### src/rtl/core/accumulator_alu_with_flags_defines.svh
// Assertion macros shared by the ALU block.
`ifndef ACCUMULATOR_ALU_WITH_FLAGS_DEFINES_SVH
`define ACCUMULATOR_ALU_WITH_FLAGS_DEFINES_SVH

// Same-cycle implication, checked outside reset.
`define AAWF_ASSERT_IMP(label, ante, cons, msg) \
    label: assert property (@(posedge i_clk) disable iff (!i_rst_n) \
        (ante) |-> (cons)) else $error(msg);

// Next-cycle implication, checked outside reset.
`define AAWF_ASSERT_NEXT(label, ante, cons, msg) \
    label: assert property (@(posedge i_clk) disable iff (!i_rst_n) \
        (ante) |=> (cons)) else $error(msg);

`endif

### src/rtl/core/aawf_pkg.sv
package aawf_pkg;

    // Operation codes; code 15 is a pass-through.
    typedef enum logic [3:0] {
        OP_ADD  = 4'd0,
        OP_ADC  = 4'd1,
        OP_SUB  = 4'd2,
        OP_SBC  = 4'd3,
        OP_AND  = 4'd4,
        OP_XOR  = 4'd5,
        OP_OR   = 4'd6,
        OP_CP   = 4'd7,
        OP_INC  = 4'd8,
        OP_DEC  = 4'd9,
        OP_DAA  = 4'd10,
        OP_RLC  = 4'd11,
        OP_RRC  = 4'd12,
        OP_RL   = 4'd13,
        OP_RR   = 4'd14,
        OP_PASS = 4'd15
    } t_op;

    // Decimal adjust constants.
    localparam logic [7:0] BCD_MAX    = 8'h99;
    localparam logic [7:0] BCD_HI_ADJ = 8'h60;
    localparam logic [7:0] BCD_LO_ADJ = 8'h06;
    localparam logic [3:0] DIGIT_MAX  = 4'h9;
    localparam logic [3:0] NIBBLE_ALL = 4'hF;

    // Flag group.
    typedef struct packed {
        logic zero;
        logic subtract;
        logic half;
        logic carry;
    } t_flags;

    // One operation word.
    typedef struct packed {
        logic [3:0] op;
        logic [7:0] a_value;
        logic [7:0] b_value;
        t_flags     flags;
    } t_in_word;

    // One result word.
    typedef struct packed {
        logic [7:0] result;
        t_flags     flags;
    } t_out_word;

endpackage

### src/rtl/core/aawf_in_stage.sv
module aawf_in_stage (
    input  logic              i_clk,
    input  logic              i_rst_n,
    input  logic              i_valid,
    input  aawf_pkg::t_in_word i_word,
    input  logic              i_advance,
    output logic              o_stall,
    output logic              o_valid,
    output aawf_pkg::t_in_word o_word
);

    logic               r_valid;
    logic               n_valid;
    aawf_pkg::t_in_word r_word;
    logic               w_take;

    // Hold the word while the result stage cannot take it.
    assign o_stall = r_valid && !i_advance;
    assign w_take  = i_valid && !o_stall;

    // Next valid: load on accept, drop once moved on.
    always_comb begin
        n_valid = r_valid;
        if (w_take) begin
            n_valid = 1'b1;
        end else if (i_advance) begin
            n_valid = 1'b0;
        end
    end

    always_ff @(posedge i_clk) begin
        if (!i_rst_n) begin
            r_valid <= 1'b0;
        end else begin
            r_valid <= n_valid;
        end
    end

    // Capture the operand word.
    always_ff @(posedge i_clk) begin
        if (w_take) begin
            r_word <= i_word;
        end
    end

    assign o_valid = r_valid;
    assign o_word  = r_word;

endmodule

### src/rtl/core/aawf_alu.sv
module aawf_alu (
    input  aawf_pkg::t_in_word  i_word,
    output aawf_pkg::t_out_word o_word
);

    logic [7:0]       w_a;
    logic [7:0]       w_b;
    aawf_pkg::t_flags w_fi;
    logic             w_cin_add;
    logic             w_cin_sub;
    logic [8:0]       w_sum;
    logic [4:0]       w_sum_lo;
    logic [8:0]       w_diff;
    logic [4:0]       w_diff_lo;
    logic [7:0]       w_inc;
    logic [7:0]       w_dec;
    logic             w_daa_hi;
    logic             w_daa_lo;
    logic [7:0]       w_daa_adj;
    logic [7:0]       w_daa;
    logic [7:0]       w_val;
    logic [7:0]       w_res;
    aawf_pkg::t_flags w_fo;

    assign w_a  = i_word.a_value;
    assign w_b  = i_word.b_value;
    assign w_fi = i_word.flags;

    // Carry enters only for the with-carry forms.
    assign w_cin_add = (i_word.op == aawf_pkg::OP_ADC) && w_fi.carry;
    assign w_cin_sub = (i_word.op == aawf_pkg::OP_SBC) && w_fi.carry;

    // Adder and subtractor with nibble taps for half-carry.
    assign w_sum     = {1'b0, w_a} + {1'b0, w_b} + {8'd0, w_cin_add};
    assign w_sum_lo  = {1'b0, w_a[3:0]} + {1'b0, w_b[3:0]} + {4'd0, w_cin_add};
    assign w_diff    = {1'b0, w_a} - {1'b0, w_b} - {8'd0, w_cin_sub};
    assign w_diff_lo = {1'b0, w_a[3:0]} - {1'b0, w_b[3:0]} - {4'd0, w_cin_sub};
    assign w_inc     = w_a + 8'd1;
    assign w_dec     = w_a - 8'd1;

    // Decimal adjust: corrections tested on the original byte.
    always_comb begin
        if (!w_fi.subtract) begin
            w_daa_hi = w_fi.carry || (w_a > aawf_pkg::BCD_MAX);
            w_daa_lo = w_fi.half || (w_a[3:0] > aawf_pkg::DIGIT_MAX);
        end else begin
            w_daa_hi = w_fi.carry;
            w_daa_lo = w_fi.half;
        end
        w_daa_adj = (w_daa_hi ? aawf_pkg::BCD_HI_ADJ : 8'd0)
                  | (w_daa_lo ? aawf_pkg::BCD_LO_ADJ : 8'd0);
        w_daa     = w_fi.subtract ? (w_a - w_daa_adj) : (w_a + w_daa_adj);
    end

    // Select the value, flags and result byte per operation.
    always_comb begin
        w_val = w_a;
        w_res = w_a;
        w_fo  = w_fi;
        case (i_word.op)
            aawf_pkg::OP_ADD, aawf_pkg::OP_ADC: begin
                w_val = w_sum[7:0];
                w_fo  = '{zero: 1'b0, subtract: 1'b0, half: w_sum_lo[4], carry: w_sum[8]};
            end
            aawf_pkg::OP_SUB, aawf_pkg::OP_SBC, aawf_pkg::OP_CP: begin
                w_val = w_diff[7:0];
                w_fo  = '{zero: 1'b0, subtract: 1'b1, half: w_diff_lo[4], carry: w_diff[8]};
            end
            aawf_pkg::OP_AND: begin
                w_val = w_a & w_b;
                w_fo  = '{zero: 1'b0, subtract: 1'b0, half: 1'b1, carry: 1'b0};
            end
            aawf_pkg::OP_XOR: begin
                w_val = w_a ^ w_b;
                w_fo  = '{zero: 1'b0, subtract: 1'b0, half: 1'b0, carry: 1'b0};
            end
            aawf_pkg::OP_OR: begin
                w_val = w_a | w_b;
                w_fo  = '{zero: 1'b0, subtract: 1'b0, half: 1'b0, carry: 1'b0};
            end
            aawf_pkg::OP_INC: begin
                w_val = w_inc;
                w_fo  = '{zero: 1'b0, subtract: 1'b0,
                          half: (w_a[3:0] == aawf_pkg::NIBBLE_ALL), carry: w_fi.carry};
            end
            aawf_pkg::OP_DEC: begin
                w_val = w_dec;
                w_fo  = '{zero: 1'b0, subtract: 1'b1,
                          half: (w_a[3:0] == 4'd0), carry: w_fi.carry};
            end
            aawf_pkg::OP_DAA: begin
                w_val = w_daa;
                w_fo  = '{zero: 1'b0, subtract: w_fi.subtract, half: 1'b0,
                          carry: (w_fi.subtract ? w_fi.carry : w_daa_hi)};
            end
            aawf_pkg::OP_RLC: begin
                w_val = {w_a[6:0], w_a[7]};
                w_fo  = '{zero: 1'b0, subtract: 1'b0, half: 1'b0, carry: w_a[7]};
            end
            aawf_pkg::OP_RRC: begin
                w_val = {w_a[0], w_a[7:1]};
                w_fo  = '{zero: 1'b0, subtract: 1'b0, half: 1'b0, carry: w_a[0]};
            end
            aawf_pkg::OP_RL: begin
                w_val = {w_a[6:0], w_fi.carry};
                w_fo  = '{zero: 1'b0, subtract: 1'b0, half: 1'b0, carry: w_a[7]};
            end
            aawf_pkg::OP_RR: begin
                w_val = {w_fi.carry, w_a[7:1]};
                w_fo  = '{zero: 1'b0, subtract: 1'b0, half: 1'b0, carry: w_a[0]};
            end
            default: begin
                w_val = w_a;
                w_fo  = w_fi;
            end
        endcase
        // Zero flag from the computed value; pass-through keeps the old one.
        if (i_word.op != aawf_pkg::OP_PASS) begin
            w_fo.zero = (w_val == 8'd0);
        end
        // Compare leaves the accumulator as it was.
        w_res = (i_word.op == aawf_pkg::OP_CP) ? w_a : w_val;
    end

    assign o_word.result = w_res;
    assign o_word.flags  = w_fo;

endmodule

### src/rtl/core/aawf_out_stage.sv
module aawf_out_stage (
    input  logic                i_clk,
    input  logic                i_rst_n,
    input  logic                i_valid,
    input  aawf_pkg::t_out_word i_word,
    input  logic                i_stall,
    output logic                o_ready,
    output logic                o_valid,
    output aawf_pkg::t_out_word o_word
);

    logic                r_valid;
    logic                n_valid;
    aawf_pkg::t_out_word r_word;

    // Take a new word when empty or when the current one leaves.
    assign o_ready = !r_valid || !i_stall;

    always_comb begin
        n_valid = r_valid;
        if (o_ready) begin
            n_valid = i_valid;
        end
    end

    always_ff @(posedge i_clk) begin
        if (!i_rst_n) begin
            r_valid <= 1'b0;
        end else begin
            r_valid <= n_valid;
        end
    end

    // Capture the result word.
    always_ff @(posedge i_clk) begin
        if (o_ready && i_valid) begin
            r_word <= i_word;
        end
    end

    assign o_valid = r_valid;
    assign o_word  = r_word;

endmodule

### src/rtl/core/accumulator_alu_with_flags.sv
// Channel  | Handshake                 | Word
// ---------+---------------------------+---------------------------------------------
// input    | i_in_valid / o_in_stall   | op, a_value, b_value, four flags in
// output   | o_out_valid / i_out_stall | result, four flags out
//
// Data path: operand register, then ALU logic into the result register.
// One word is taken every cycle while the output side is not stalled.
// The input stalls only when both registers are full and the output is stalled.
// Synchronous active-low reset empties both registers; data registers are not reset.
`include "accumulator_alu_with_flags_defines.svh"

module accumulator_alu_with_flags (
    input  logic       i_clk,
    input  logic       i_rst_n,
    input  logic       i_in_valid,
    output logic       o_in_stall,
    input  logic [3:0] i_op,
    input  logic [7:0] i_a_value,
    input  logic [7:0] i_b_value,
    input  logic       i_zero_in,
    input  logic       i_subtract_in,
    input  logic       i_half_in,
    input  logic       i_carry_in,
    output logic       o_out_valid,
    input  logic       i_out_stall,
    output logic [7:0] o_result,
    output logic       o_zero_out,
    output logic       o_subtract_out,
    output logic       o_half_out,
    output logic       o_carry_out
);

    aawf_pkg::t_in_word  w_in_word;
    aawf_pkg::t_in_word  w_op_word;
    aawf_pkg::t_out_word w_alu_word;
    aawf_pkg::t_out_word w_res_word;
    logic                w_op_valid;
    logic                w_out_ready;

    // Pack the incoming word.
    assign w_in_word.op             = i_op;
    assign w_in_word.a_value        = i_a_value;
    assign w_in_word.b_value        = i_b_value;
    assign w_in_word.flags.zero     = i_zero_in;
    assign w_in_word.flags.subtract = i_subtract_in;
    assign w_in_word.flags.half     = i_half_in;
    assign w_in_word.flags.carry    = i_carry_in;

    aawf_in_stage u_in_stage (
        .i_clk     (i_clk),
        .i_rst_n   (i_rst_n),
        .i_valid   (i_in_valid),
        .i_word    (w_in_word),
        .i_advance (w_out_ready),
        .o_stall   (o_in_stall),
        .o_valid   (w_op_valid),
        .o_word    (w_op_word)
    );

    aawf_alu u_alu (
        .i_word (w_op_word),
        .o_word (w_alu_word)
    );

    aawf_out_stage u_out_stage (
        .i_clk   (i_clk),
        .i_rst_n (i_rst_n),
        .i_valid (w_op_valid),
        .i_word  (w_alu_word),
        .i_stall (i_out_stall),
        .o_ready (w_out_ready),
        .o_valid (o_out_valid),
        .o_word  (w_res_word)
    );

    // Unpack the result word.
    assign o_result       = w_res_word.result;
    assign o_zero_out     = w_res_word.flags.zero;
    assign o_subtract_out = w_res_word.flags.subtract;
    assign o_half_out     = w_res_word.flags.half;
    assign o_carry_out    = w_res_word.flags.carry;

    `AAWF_ASSERT_IMP(a_stall_only_when_full, o_in_stall,
        w_op_valid && o_out_valid && i_out_stall, "input stalled with room left")
    `AAWF_ASSERT_NEXT(a_accept_fills_stage, i_in_valid && !o_in_stall,
        w_op_valid, "accepted word lost in operand stage")
    `AAWF_ASSERT_NEXT(a_advance_fills_out, w_op_valid && w_out_ready,
        o_out_valid, "operand word did not reach result register")

endmodule

### config.mk
export PLATFORM = sky130hd
export DESIGN_NAME = accumulator_alu_with_flags
export DESIGN_NICKNAME = d
export VERILOG_FILES = /design/src/rtl/core/aawf_pkg.sv /design/src/rtl/core/aawf_in_stage.sv /design/src/rtl/core/aawf_alu.sv /design/src/rtl/core/aawf_out_stage.sv /design/src/rtl/core/accumulator_alu_with_flags.sv
export VERILOG_INCLUDE_DIRS = /design/src /design/src/rtl/core
export SDC_FILE = /design/constraint.sdc
export NUM_CORES = 1
export LEC_CHECK = 0
export ABC_AREA = 1
export BUFFER_PORTS_ARGS = -buffer_cell sky130_fd_sc_hd__clkbuf_2
export CAP_MARGIN = 20
export CORE_MARGIN = 2
export CORE_UTILIZATION = 38
export CTS_CLUSTER_DIAMETER = 30
export DETAILED_ROUTE_END_ITERATION = 8
export PLACE_DENSITY = 0.57
export SETUP_SLACK_MARGIN = 0.3
export SYNTH_ARGS = -nofsm -noshare
export SYNTH_HDL_FRONTEND = slang
export SYNTH_SLANG_ARGS = --single-unit
### constraint.sdc
create_clock -name i_clk -period 5.4 [get_ports i_clk]
set_input_delay 0.54 -clock i_clk [delete_from_list [all_inputs] [get_ports i_clk]]
set_output_delay 0.54 -clock i_clk [all_outputs]
set_load 0.05 [all_outputs]
# Word-level counts from Yosys, hierarchy flattened
# Cells that the tools add are included.
[word_totals] register_bits=38 out_inout_bits=14 elab_cells=81
[op_classes] addsub=12 order_cmp=2 n_eq_ne=16 mux=12 n_bitwise=4 reduce_logical=21
[ops] cell="$pmux 8 s12" count=1
[ops] cell="$pmux 4 s9" count=1
[ops] cell="$eq 4x4->1 const B" count=8
[ops] cell="$eq 4x3->1 const B" count=4
[ops] cell="$mux 8" count=2
[ops] cell="$or 8x8->8" count=2
[ops] cell="$add 8x8->9" count=1
[ops] cell="$add 9x1->9" count=1
[ops] cell="$sub 8x8->9" count=1
[ops] cell="$sub 9x1->9" count=1
[ops] cell="$add 8x1->8 const B" count=1
[ops] cell="$add 8x8->8" count=1
[ops] cell="$and 8x8->8" count=1
[ops] cell="$eq 4x2->1 const B" count=2
[ops] cell="$gt 8x8->1 const B" count=1
[ops] cell="$logic_not 4->1" count=2
[ops] cell="$logic_not 8->1" count=1
[ops] cell="$reduce_or 2->1" count=4
[ops] cell="$sub 8x1->8 const B" count=1
[ops] cell="$sub 8x8->8" count=1
[ops] cell="$xor 8x8->8" count=1
[ops] cell="$mux 7" count=1
[ops] cell="$mux 1" count=6
[ops] cell="$add 4x4->5" count=1
[ops] cell="12 further kinds" count=21

# Logic depth before layout (Yosys ltp)
[depth] ltp_word=10 mapped_depth=22

# Hierarchy
# From an unflattened synthesis, not the netlist that was laid out.
[unflattened] hier_cells=538 area_unflattened_um2=3714.8
[modules_own_cells] mod="aawf_alu" n_inst=1 cells_each=488 area_each_um2=2536.2
[modules_own_cells] mod="aawf_in_stage" n_inst=1 cells_each=32 area_each_um2=770.7
[modules_own_cells] mod="aawf_out_stage" n_inst=1 cells_each=18 area_each_um2=407.9

# Worst setup path before layout
# No wires, ideal clock.
[synth_path] kind="reg2reg" start="reg u_in_stage.r_word, in the netlist u_in_stage.o_word[13]" end="reg u_out_stage.r_word, in the netlist u_out_stage.o_word[11], data pin" setup_time_ns=0.269 arrival_ns=2.698 required_ns=5.131 setup_slack_ns=2.434 stages_incl_launch_ff=21 synth_period_minus_slack_ns=2.966 path_cell_list="edfxtp_1 > inv_1 > nand2_1 > nand2_1 > o211ai_1 > a31oi_1 > ha_1 > nand2_1 > nand2_1 > nand2_1 > nand2_1 > ha_1 > nand2_1 > nor2_1 > nand2_1 > nand2_1 > nand3_1 > nand3_1 > nand2_1 > nor3_1 > o21ai_0"
[synth_lines] item="start: declaration" line_no="aawf_in_stage.sv:14" text="aawf_pkg::t_in_word r_word;"
[synth_lines] item="start signal: assignment" line_no="aawf_in_stage.sv:42" text="r_word <= i_word;"
[synth_lines] item="end signal: assignment" line_no="aawf_out_stage.sv:37" text="r_word <= i_word;"
[synth_lines] item="end: declaration" line_no="aawf_out_stage.sv:14" text="aawf_pkg::t_out_word r_word;"

==> results.py <==
metrics = {
    "sta": {
        "rsz0062_at_grt": "false",
        "finalSetupTns_ns": 0,
        "worst_slew_pin_slew_ns": 0.9512,
        "fin_worst_skew_ns": 0.01344,
        "setup_viol": 0,
        "finalHoldViolations": 0,
        "worst_slack_ns": 1.831,
        "fin_crit_ns": 3.569,
        "report.final.slew_viol_count": 0,
        "timing.fmax_mhz": 280.2,
        "period_share_pct": 66.09,
        "slew-limit-headroom_pct": 36.52,
    },
    "die": {
        "dieArea_um2": 10140,
        "rows": 35,
        "ioPinCount": 42,
        "die_w_um": 100.7,
        "die_y_um": 100.7,
        "start_util_pct": 38.84,
        "core_area_um2": 9153,
    },
    "min_path": {
        "min_path_cells": 1,
        "hp-class": "input pin to flop",
    },
    "synthesis": {
        "synth_top_flop_cell": "edfxtp_1",
        "postSynthAreaPerCell_um2": 7.025,
        "netlist_area_um2": 3555,
        "synth_nets": 578,
        "synth_top_cell_by_area": "edfxtp_1",
        "syn_inst": 506,
        "seq_area_frac_synth_pct": 31.54,
        "yosys.cell_types.count": 33,
        "synthArstFlopShare_pct": 0,
        "netlist.area_leader.share_pct": 30.41,
        "ys_ff_latch": 38,
        "synth_edf_count": 36,
        "yosysWarnings": 0,
        "synthTopCellsByArea": "edfxtp_1 (30%), nand2_1 (17%), ha_1 (14%), inv_1 (9.6%), nand3_1 (6.1%)",
    },
    "placed_design": {
        "dp_hpwl_mm": 8.667,
        "routabilityCongestion": 0.9280,
        "pre_cts_ws_ns": 1.905,
        "dp.cells": 656,
        "io_buffers": 41,
    },
    "critical_path": {
        "cp_max_fo": 11,
        "end_kind": "flop",
        "reg2reg_depth": 20,
        "worstPathArrival_ns": 3.59,
        "cp-start-kind": "flop",
        "cp.required_ns": 5.42,
        "path_class": "flop to flop",
    },
    "global_route": {
        "gr-usage-all-layers_pct": 21.97,
        "grt-ovfl-total": 0,
        "grt_pass1_vias": 3248,
        "use_met2_pct": 36.36,
        "grt_use_met3_pct": 3.398,
        "grt_pass1_wl_mm": 16.68,
        "antenna_found_initial": 0,
        "grt_max_degree": 25,
        "busiest_layer": "met2",
        "grt_use_met1_pct": 29.68,
    },
    "clock_tree": {
        "clk_pin_slew_ns": 0.09,
        "cts_hold_buf": 0,
        "cts_tree": "done",
        "ctsResizeCount": 0,
        "numCtsBuffers": 5,
        "worst_skew_pair.late_latency_ns": 0.30,
        "cts_root_buf": "clkbuf_8",
        "h-tree-depth": 2,
        "clock_path_buffers": 2,
        "clock-sinks": 38,
        "cts_setup_buffers": 0,
    },
    "pwr": {
        "peakVddDrop_mv": 0.1105,
        "p_leak_nw": 2.093,
        "power_density_nw_per_um2": 235.3,
        "finalPower_uw": 949.6,
    },
    "final_layout": {
        "drive_above_1_share_pct": 10.29,
        "syn_to_final_growth_pct": 13.52,
        "antennaDiodeCount": 0,
        "post-route-util_pct": 44.09,
        "nets": 625,
        "instances_no_fill": 665,
    },
    "route": {
        "drt-pass1-iter-count": 7,
        "vias_per_cell": 5.084,
        "num_vias": 3381,
        "drc": 0,
        "drt-total-wl_mm": 10.80,
        "drtAntennaViolNets": 0,
        "wire_per_inst_um": 16.23,
        "drtIter0Drc": 231,
    },
    "run": {
        "cap_violations": 0,
    },
    "status": {
        "status": "finished, final reports clean",
    },
}
[path summary, 6_finish.rpt]
path,startpoint,end,slack [ns]
setup / recovery,u_in_stage.o_word[13],u_out_stage.o_word[11],1.83
hold / removal,i_op[3],u_in_stage.o_word[23],0.41
setup reg to reg,u_in_stage.o_word[13],u_out_stage.o_word[11],1.83
hold reg to reg,u_in_stage.o_valid,u_out_stage.o_valid,0.49
[cells by family after synthesis]
kind of cell	Yosys count	share of synthesized area (%)
fa+ha+maj	44	16.54
flops	38	31.54
compound gates	55	8.976
xor+xnor	3	0.7393
simple gates	272	32.24
buf+inv	94	9.961
[metal layers]
| metal | wire (um) | vias to the layer above |
|---|---|---|
| met2 | 4997 | 110 |
| met1 | 4893 | 1506 |
| met4 | 272 | 0 |
| met3 | 632 | 21 |
| li1 | - | 1744 |
| met5 | 0 | - |
[per-stage QoR]
stage | hold WS, ns | instance area [um^2]
after detailed placement | 0.4801 | 3890
after global placement | 0.4673 | 3890
after CTS | 0.4038 | 4028
final | 0.4083 | 4035
after floorplan | 0.4525 | 3555
after global routing | 0.4021 | 4035
[where the power goes]
| part | total (mW) | internal, mW | switching [mW] |
|---|---|---|---|
| clock | 0.295 | 0.185 | 0.110 |
| combinational | 0.285 | 0.0932 | 0.191 |
| sequential | 0.370 | 0.348 | 0.0221 |
| total | 0.950 | 0.626 | 0.324 |
[registers in the layout, summed over array words and instances (netlist names)]
name                 cells
u_in_stage.o_valid       1
u_in_stage.o_word       24
u_out_stage.o_valid      1
u_out_stage.o_word      12
[Yosys cell counts (all sizes together) (2+ instances only)]
library cell    n
xor2            2
nand4          14
o21a            2
a21oi          21
nand2         161
ha             39
nor4            3
or2             2
dfxtp           2
o22ai           2
edfxtp         36
inv            92
a22oi           2
nor2           44
nor3            2
o211ai          2
nand3b          3
o21ai          17
nand3          43
fa              5
o2111ai         2
o21bai          2
[cell usage in the layout, fill, tap and decap left out, types with 3 or more instances in the layout]
cell type / instances
a21oi_1: 21
clkbuf_2: 41
clkbuf_8: 5
edfxtp_1: 36
fa_1: 5
ha_1: 39
inv_1: 91
nand2_1: 160
nand3_1: 43
nand3b_1: 3
nand4_1: 14
nor2_1: 41
nor2_2: 3
nor4_1: 3
o21ai_0: 17
[layout make-up]
class,count,area [um^2]
tap,111,138.9
multi-input combinational,374,2079
fill,928,5117
sequential,38,1121
clock inverter,3,68.82
timing repair buffer,42,212.7
inverter,92,345.3
clock buffer,5,68.82
[critical path, stage by stage (launching register included)]
cell	delay (ns)
edfxtp_1	0.67
inv_1	0.26
nand2_1	0.15
nand2_1	0.09
o211ai_1	0.18
a31oi_1	0.16
ha_1	0.32
nand2_1	0.06
nand2_1	0.05
nand2_1	0.06
nand2_1	0.05
ha_1	0.36
nand2_1	0.08
nor2_1	0.09
nand2_1	0.05
nand2_1	0.08
nand3_1	0.08
nand3_1	0.14
nand2_1	0.06
nor3_1	0.18
o21ai_0	0.12
Power figures use the tool's default switching activity.
